## config.mk

```make
export PLATFORM = sky130hd
export DESIGN_NAME = base64_stream_decoder_unit
export DESIGN_NICKNAME = d
export VERILOG_FILES = /design/src/b64d_pkg.sv /design/src/b64d_step.sv /design/src/base64_stream_decoder_unit.sv
export SDC_FILE = /design/constraint.sdc
export NUM_CORES = 1
export LEC_CHECK = 0
export BUFFER_PORTS_ARGS = -buffer_cell sky130_fd_sc_hd__buf_2
export CAP_MARGIN = 20
export CORE_MARGIN = 5
export CORE_UTILIZATION = 30
export DETAILED_ROUTE_END_ITERATION = 10
export GPL_TIMING_DRIVEN = 0
export HOLD_SLACK_MARGIN = 0.03
export PLACE_DENSITY = 0.51
export SYNTH_ARGS = -nofsm -noshare
export SYNTH_HDL_FRONTEND = slang
export SYNTH_SLANG_ARGS = --single-unit
```

## constraint.sdc

```tcl
create_clock -name aclk -period 5.13 [get_ports aclk]
set_input_delay 1.026 -clock aclk [delete_from_list [all_inputs] [get_ports aclk]]
set_output_delay 1.026 -clock aclk [all_outputs]
set_load 0.02 [all_outputs]
```

## src/b64d_pkg.sv

```systemverilog
// Package for the base64 stream decoder: item types, decoder state, status codes
// and the alphabet lookup. Depends on nothing; every other file imports it.
`default_nettype none

package b64d_pkg;

    localparam int unsigned MAX_RESULTS = 4;
    localparam int unsigned CNT_W       = $clog2(MAX_RESULTS + 1);

    localparam logic [1:0] STATUS_RUN = 2'd0;
    localparam logic [1:0] STATUS_OK  = 2'd1;
    localparam logic [1:0] STATUS_ERR = 2'd2;

    localparam logic [7:0] CHAR_PAD   = 8'h3D;
    localparam logic [7:0] CHAR_SPACE = 8'h20;
    localparam logic [7:0] CHAR_TAB   = 8'h09;
    localparam logic [7:0] CHAR_CR    = 8'h0D;
    localparam logic [7:0] CHAR_LF    = 8'h0A;
    localparam logic [7:0] CHAR_PLUS  = 8'h2B;
    localparam logic [7:0] CHAR_SLASH = 8'h2F;

    typedef struct packed {
        logic [7:0] char_code;
        logic       is_last;
    } in_item_t;

    typedef struct packed {
        logic [7:0] out_byte;
        logic       byte_valid;
        logic [1:0] status;
        logic       end_of_run;
    } out_item_t;

    typedef struct packed {
        logic [1:0] group_pos;
        logic [5:0] hold0;
        logic [5:0] hold1;
        logic [5:0] hold2;
        logic       third_was_pad;
        logic       group_bad;
        logic       seen_data;
        logic       trailing_blank;
        logic       error_flag;
    } dec_state_t;

    localparam dec_state_t STATE_RESET = '0;

    typedef struct packed {
        logic       ok;
        logic [5:0] value;
    } sextet_t;

    function automatic sextet_t sextet_of(input logic [7:0] c);
        sextet_t r;
        r = '{ok: 1'b1, value: 6'd0};
        if (c inside {[8'h41:8'h5A]}) begin
            r.value = 6'(c - 8'h41);
        end else if (c inside {[8'h61:8'h7A]}) begin
            r.value = 6'(c - 8'h61 + 8'd26);
        end else if (c inside {[8'h30:8'h39]}) begin
            r.value = 6'(c - 8'h30 + 8'd52);
        end else if (c == CHAR_PLUS) begin
            r.value = 6'd62;
        end else if (c == CHAR_SLASH) begin
            r.value = 6'd63;
        end else begin
            r.ok = 1'b0;
        end
        return r;
    endfunction

endpackage

`default_nettype wire

```

## src/b64d_step.sv

```systemverilog
// Decode step for one character: next decoder state and the result items it causes.
// Purely combinational; depends on b64d_pkg.
`default_nettype none

module b64d_step (
    input  wire b64d_pkg::dec_state_t cur_state,
    input  wire b64d_pkg::in_item_t   item,
    output b64d_pkg::dec_state_t      next_state,
    output logic [b64d_pkg::CNT_W-1:0] result_cnt,
    output b64d_pkg::out_item_t       results [b64d_pkg::MAX_RESULTS]
);
    import b64d_pkg::*;

    dec_state_t st;
    sextet_t    sx;
    logic       blank;
    logic       leading;
    logic       pad;
    logic [1:0] byte_cnt;
    logic [7:0] bytes [3];
    logic [1:0] fin_status;

    always_comb begin
        sx      = sextet_of(item.char_code);
        blank   = (item.char_code == CHAR_SPACE) || (item.char_code == CHAR_TAB);
        leading = blank || (item.char_code == CHAR_CR) || (item.char_code == CHAR_LF);
        pad     = (item.char_code == CHAR_PAD);

        bytes[0] = {cur_state.hold0, cur_state.hold1[5:4]};
        bytes[1] = {cur_state.hold1[3:0], cur_state.hold2[5:2]};
        bytes[2] = {cur_state.hold2[1:0], sx.value};

        st       = cur_state;
        byte_cnt = 2'd0;

        if (!cur_state.seen_data && leading) begin
            st = cur_state;
        end else if (blank) begin
            st.trailing_blank = 1'b1;
        end else if (cur_state.trailing_blank) begin
            st.error_flag = 1'b1;
        end else begin
            st.seen_data = 1'b1;
            case (cur_state.group_pos)
                2'd0: begin
                    st.hold0     = sx.value;
                    st.group_bad = cur_state.group_bad | ~sx.ok;
                    st.group_pos = 2'd1;
                end
                2'd1: begin
                    st.hold1     = sx.value;
                    st.group_bad = cur_state.group_bad | ~sx.ok;
                    st.group_pos = 2'd2;
                end
                2'd2: begin
                    if (pad) begin
                        st.third_was_pad = 1'b1;
                        st.hold2         = 6'd0;
                    end else begin
                        st.hold2     = sx.value;
                        st.group_bad = cur_state.group_bad | ~sx.ok;
                    end
                    st.group_pos = 2'd3;
                end
                default: begin
                    if (cur_state.third_was_pad) begin
                        byte_cnt = 2'd1;
                    end else if (pad) begin
                        byte_cnt = 2'd2;
                    end else begin
                        byte_cnt     = 2'd3;
                        st.group_bad = cur_state.group_bad | ~sx.ok;
                    end
                    st.error_flag = cur_state.error_flag | st.group_bad;
                    if (st.error_flag) begin
                        byte_cnt = 2'd0;
                    end
                    st.group_pos     = 2'd0;
                    st.third_was_pad = 1'b0;
                    st.group_bad     = 1'b0;
                end
            endcase
        end

        fin_status = (st.error_flag || !st.seen_data) ? STATUS_ERR : STATUS_OK;

        for (int i = 0; i < MAX_RESULTS; i++) begin
            results[i] = '0;
            if (i < 3 && CNT_W'(i) < CNT_W'(byte_cnt)) begin
                results[i].out_byte   = bytes[(i < 3) ? 2'(i) : 2'd0];
                results[i].byte_valid = 1'b1;
                results[i].status     = STATUS_RUN;
            end else if (CNT_W'(i) == CNT_W'(byte_cnt)) begin
                results[i].status     = fin_status;
                results[i].end_of_run = 1'b1;
            end
        end

        result_cnt = CNT_W'(byte_cnt) + CNT_W'(item.is_last);
        next_state = item.is_last ? STATE_RESET : st;
    end

endmodule

`default_nettype wire

```

## src/base64_stream_decoder_unit.sv

```systemverilog
// Top level of the base64 stream decoder: input register, decode step and result buffer.
// Depends on b64d_pkg and b64d_step.
//
//   port group   dir  payload          meaning
//   s_*          in   in_item_t        one character of text, is_last on the final one
//   m_*          out  out_item_t       decoded byte, or the status item ending a text
//
// A character is decoded from the input register; its bytes leave one per cycle while
// m_ready is high, from a four-slot result buffer whose head slot drives m_data.
// Characters yielding no item flow at one per cycle; a character that yields items waits
// only until the buffer holds at most one item that is leaving in the same cycle.
// Reset (aresetn low at a clock edge) empties both registers and clears the decoder state.
// A stall on m_ready holds the buffer; s_ready then drops once a held character needs room.
`default_nettype none

module base64_stream_decoder_unit (
    input  wire                   aclk,
    input  wire                   aresetn,
    input  wire                   s_valid,
    output logic                  s_ready,
    input  wire b64d_pkg::in_item_t  s_data,
    output logic                  m_valid,
    input  wire                   m_ready,
    output b64d_pkg::out_item_t   m_data
);
    import b64d_pkg::*;

    in_item_t   in_item_reg;
    logic       in_vld_reg;
    logic       in_vld_next;

    dec_state_t state_reg;
    dec_state_t state_next;
    dec_state_t step_state;

    out_item_t  slot_reg  [MAX_RESULTS];
    out_item_t  slot_next [MAX_RESULTS];
    out_item_t  step_items [MAX_RESULTS];
    logic [CNT_W-1:0] cnt_reg;
    logic [CNT_W-1:0] cnt_next;
    logic [CNT_W-1:0] step_cnt;

    logic m_accept;
    logic room;
    logic proc;

    b64d_step u_step (
        .cur_state  (state_reg),
        .item       (in_item_reg),
        .next_state (step_state),
        .result_cnt (step_cnt),
        .results    (step_items)
    );

    always_comb begin
        m_valid  = (cnt_reg != '0);
        m_data   = slot_reg[0];
        m_accept = m_valid && m_ready;
        room     = (cnt_reg == '0) || ((cnt_reg == CNT_W'(1)) && m_ready);
        proc     = in_vld_reg && ((step_cnt == '0) || room);
        s_ready  = !in_vld_reg || proc;
    end

    always_comb begin
        in_vld_next = in_vld_reg;
        if (s_valid && s_ready) begin
            in_vld_next = 1'b1;
        end else if (proc) begin
            in_vld_next = 1'b0;
        end

        state_next = proc ? step_state : state_reg;

        slot_next = slot_reg;
        cnt_next  = cnt_reg;
        if (proc && (step_cnt != '0)) begin
            slot_next = step_items;
            cnt_next  = step_cnt;
        end else if (m_accept) begin
            for (int i = 0; i < MAX_RESULTS - 1; i++) begin
                slot_next[i] = slot_reg[i + 1];
            end
            slot_next[MAX_RESULTS - 1] = '0;
            cnt_next = cnt_reg - CNT_W'(1);
        end
    end

    always_ff @(posedge aclk) begin
        if (!aresetn) begin
            in_vld_reg <= 1'b0;
            state_reg  <= STATE_RESET;
            cnt_reg    <= '0;
        end else begin
            in_vld_reg <= in_vld_next;
            state_reg  <= state_next;
            cnt_reg    <= cnt_next;
        end
    end

    always_ff @(posedge aclk) begin
        if (s_valid && s_ready) begin
            in_item_reg <= s_data;
        end
        slot_reg <= slot_next;
    end

endmodule

`default_nettype wire

```

==> results.md <==
* Routed WL at 9.95 mm
* Placement Setup Slack at -0.518 ns
* Clock sinks at 76
* Port bufs at 25
* Drt drc at 0
* Final worst slack at 0.248 ns
* First-pass GRT wire length at 16.6 mm
* Mapped Area at 4330 µm²
* Die height at 130 µm
* Vias per cell at 4.93
* Req. time, crit path at 4.10 ns
* Pint at 1.48 mW
* Most common cell after layout, fill and taps aside: nand2_1
* Netlist cell types at 65
* Largest register FFs at 26
* Later-pin clock latency in the skew report at 0.34 ns
* # diodes at 0
* Tmin final at 4.88 ns
* Reg-to-reg startpoint: in_item_reg[1]
* Outcome: completed
* Routed Antenna Nets at 0
* Area grow syn2layout at 18.6%
* Hold Path Depth at 2
* Predominant post-synthesis flop cell: edfxtp_1
* CTS Hold Bufs at 0
* Peak supply drop at 145 µV
* Highest clock rate at 0.205 GHz
* Total power at 2.15 mW
* CTS root buf: clkbuf_16
* NetSw at 0.666 mW
* H-tree depth at 3
* Die footprint at 16900 µm²
* Final #Nets at 513
* Fill count at 1478
* Critical path cell sequence: inv_4 -> ha_1 -> nor2b_1 -> o211a_4 -> a311oi_4 -> buf_4 -> o311ai_2 -> inv_1 -> ha_1 -> nor2_4 -> nand2_1 -> or3_1 -> o32ai_4 -> nor2_1 -> nand2_1 -> buf_2
* Final Slew Violations at 0
* Synth warn at 0
* Slew @ Worst Pin at 1.01 ns
* Clock network power share at 0.316
* Power per standard cell area at 418 nW/µm²
* DR WL/cell at 14.9 µm
* Tot GR Track Use at 0.125
* Final cell utilization of the core at 0.358
* Worst slew margin at 0.318
* Ratio of cells with drive above 1 in the final layout at 0.228
* Worst-path clk slew at 0.06 ns
* Register area share after synthesis at 0.460
* Initial antenna violation count at 0
* Setup slack on the worst flop-to-flop path at 0.40 ns
* Number of max-cap violations at 0
* Min-delay worst type: flop to flop
* Row cnt at 44
* RSZ-0062 raised after global routing: false
* Crit-path slowest cell: edfxtp_1
* 1st-iter DRT viols at 187
* Hold Vio Cnt, Final at 0
* Core Footprint at 14400 µm²
* IO Count at 27
* Worst Min Path Start: state_reg[16]
* Arrival time worst endpoint at 3.86 ns
* Starting density of the core at 0.301
* Crit-path max cell delay at 0.50 ns
* Placer Congestion at 0.906
* Vias at 3301
* Setup violators final at 0
* CTS buffer count at 9
* Syn avg cell area at 9.91 µm²
* FF-to-FF End: slot_reg[16]
* Largest net degree at the start of global routing at 39
* CP endpoint kind: output port
* EDFF count, synth at 47
* Crit Path Category: flop to output port
* Fin Clk Skew at 0.00700 ns
* Fin crit share at 0.952
* Seq cells post-synth at 76
* Reg2Reg Depth at 17
* Pleak at 2.01 nW
* CTS max path bufs at 2
* Post-DP HPWL at 7.26 mm
* Vias in the first global route at 3227
* Critical path launch point type: flop
* Register share of total power at 0.414
* Most frequent cells in the layout: 71 x nand2_1, 47 x edfxtp_1, 31 x buf_2
* Drt first pass iters at 4
* Post-synth net total at 469
* CP Max Fanout at 9
* Synth async-reset ratio at 0
* Worst hold endpoint: state_reg[16]
* Net Sw Frac at 0.310
* Remaining global-route overflow at 0
* CTS tree: yes
* Die width at 130 µm
* Logic pwr share at 0.270
* Gate Count Post-Synth at 437
==> worst max-delay path by stage <==
stage	startpoint	cells past startpoint	to	slack (ns)
after floorplan	in_item_reg[3]	17	m_data[0]	0.21
after global placement	in_item_reg[3]	17	m_data[6]	-1.06
after detailed placement	in_item_reg[3]	17	slot_reg[30]	-0.52
after CTS	in_item_reg[3]	16	s_ready	0.02
after global routing	in_item_reg[1]	16	s_ready	0.03
final	in_item_reg[1]	16	s_ready	0.25
==> timing repair <==
action,4_1_cts,5_1_grt
buffers inserted,4,5
endpoints found under the setup margin,48,39
pin swaps,1,4
resized for setup,8,13
==> layout make-up <==
cell class | count | area, µm² | area share
Clock inverter | 5 | 65.1 | 0.0127
Inverter | 19 | 76.3 | 0.0149
Buffer | 30 | 199 | 0.0387
Sequential cell | 76 | 1990 | 0.388
Timing Repair Buffer | 34 | 193 | 0.0375
Multi-Input combinational cell | 311 | 2130 | 0.414
Tap cell | 184 | 230 | 0.0448
Clock buffer | 11 | 254 | 0.0494
==> power groups by stage <==
stage | sequential [mW] | combinational [mW] | clock (mW)
final | 0.889 | 0.580 | 0.678
after CTS | 0.891 | 0.580 | 0.698
after detailed placement | 0.905 | 0.571 | 0
after global placement | 0.906 | 0.562 | 0
after floorplan | 0.894 | 0.433 | 0
after global routing | 0.906 | 0.641 | 0.724
==> Yosys cell counts (2+ instances only) <==
master | number | area (µm²)
nand2_1 | 72 | 270
edfxtp_1 | 47 | 1410
dfxtp_1 | 29 | 581
nor2_1 | 27 | 101
ha_1 | 19 | 238
a21oi_1 | 18 | 90.1
inv_1 | 18 | 67.6
mux2i_1 | 18 | 180
nand3_1 | 16 | 80.1
o21ai_0 | 13 | 65.1
buf_4 | 12 | 90.1
a22o_1 | 11 | 96.3
nor3_1 | 10 | 50.1
or2_2 | 8 | 50.1
buf_2 | 7 | 35.0
clkbuf_1 | 7 | 26.3
nor4_1 | 7 | 43.8
and3_1 | 5 | 31.3
nand2b_1 | 5 | 31.3
a21o_1 | 4 | 30.0
a32o_1 | 4 | 40.0
and2_1 | 4 | 25.0
buf_6 | 4 | 45.0
o211ai_1 | 4 | 30.0
o21a_1 | 4 | 30.0
or3_1 | 4 | 25.0
xnor2_1 | 4 | 35.0
a211oi_1 | 3 | 22.5
a31oi_1 | 3 | 18.8
nor2b_1 | 3 | 18.8
o31ai_1 | 3 | 22.5
or2_1 | 3 | 18.8
or4_4 | 3 | 33.8
a2111oi_0 | 2 | 17.5
mux2_2 | 2 | 22.5
nand3b_1 | 2 | 15.0
o2111ai_1 | 2 | 17.5
o22ai_1 | 2 | 12.5
o311ai_0 | 2 | 17.5
==> layer usage <==
metal / share of wire / GRT usage
met1: 0.47 / 0.167
met2: 0.47 / 0.201
met3: 0.044 / 0.0246
met4: 0.015 / 0.0495
met5: 0 / 0
==> worst max-delay path: cells and delay by family, from the launching register on <==
kind | cells | cell delay (ns)
AO/OA/AOI/OAI | 4 | 0.79
adder cells (fa/ha/maj) | 2 | 0.60
buffers and inverters | 4 | 0.61
flip-flops | 1 | 0.50
AND/OR/NAND/NOR | 6 | 1.00
==> cells by family after synthesis <==
logic type                 Yosys count  share of synthesized area
DFF                                 76                      0.460
and+or+nand+nor                    175                      0.196
adders and majority gates           19                     0.0549
AOI/OAI and AO/OA                   91                      0.169
muxes                               20                     0.0468
buffers and inverters               50                     0.0627
other                                1                   0.000866
xor gates and xnor gates             5                     0.0101
==> per-stage QoR <==
stage / setup TNS [ns] / hold slack (ns) / area [µm²] / instances
6_report: 0 / 0.458 / 5140 / 670
5_1_grt: 0 / 0.470 / 5140 / 670
4_1_cts: 0 / 0.460 / 5050 / 665
3_5_place_dp: -21.44 / 0.451 / 4690 / 646
3_3_place_gp: -41.60 / 0.443 / 4690 / 646
2_1_floorplan: 0 / 0.430 / 4330 / 437
Note: power is estimated with default switching activity, not from simulation.
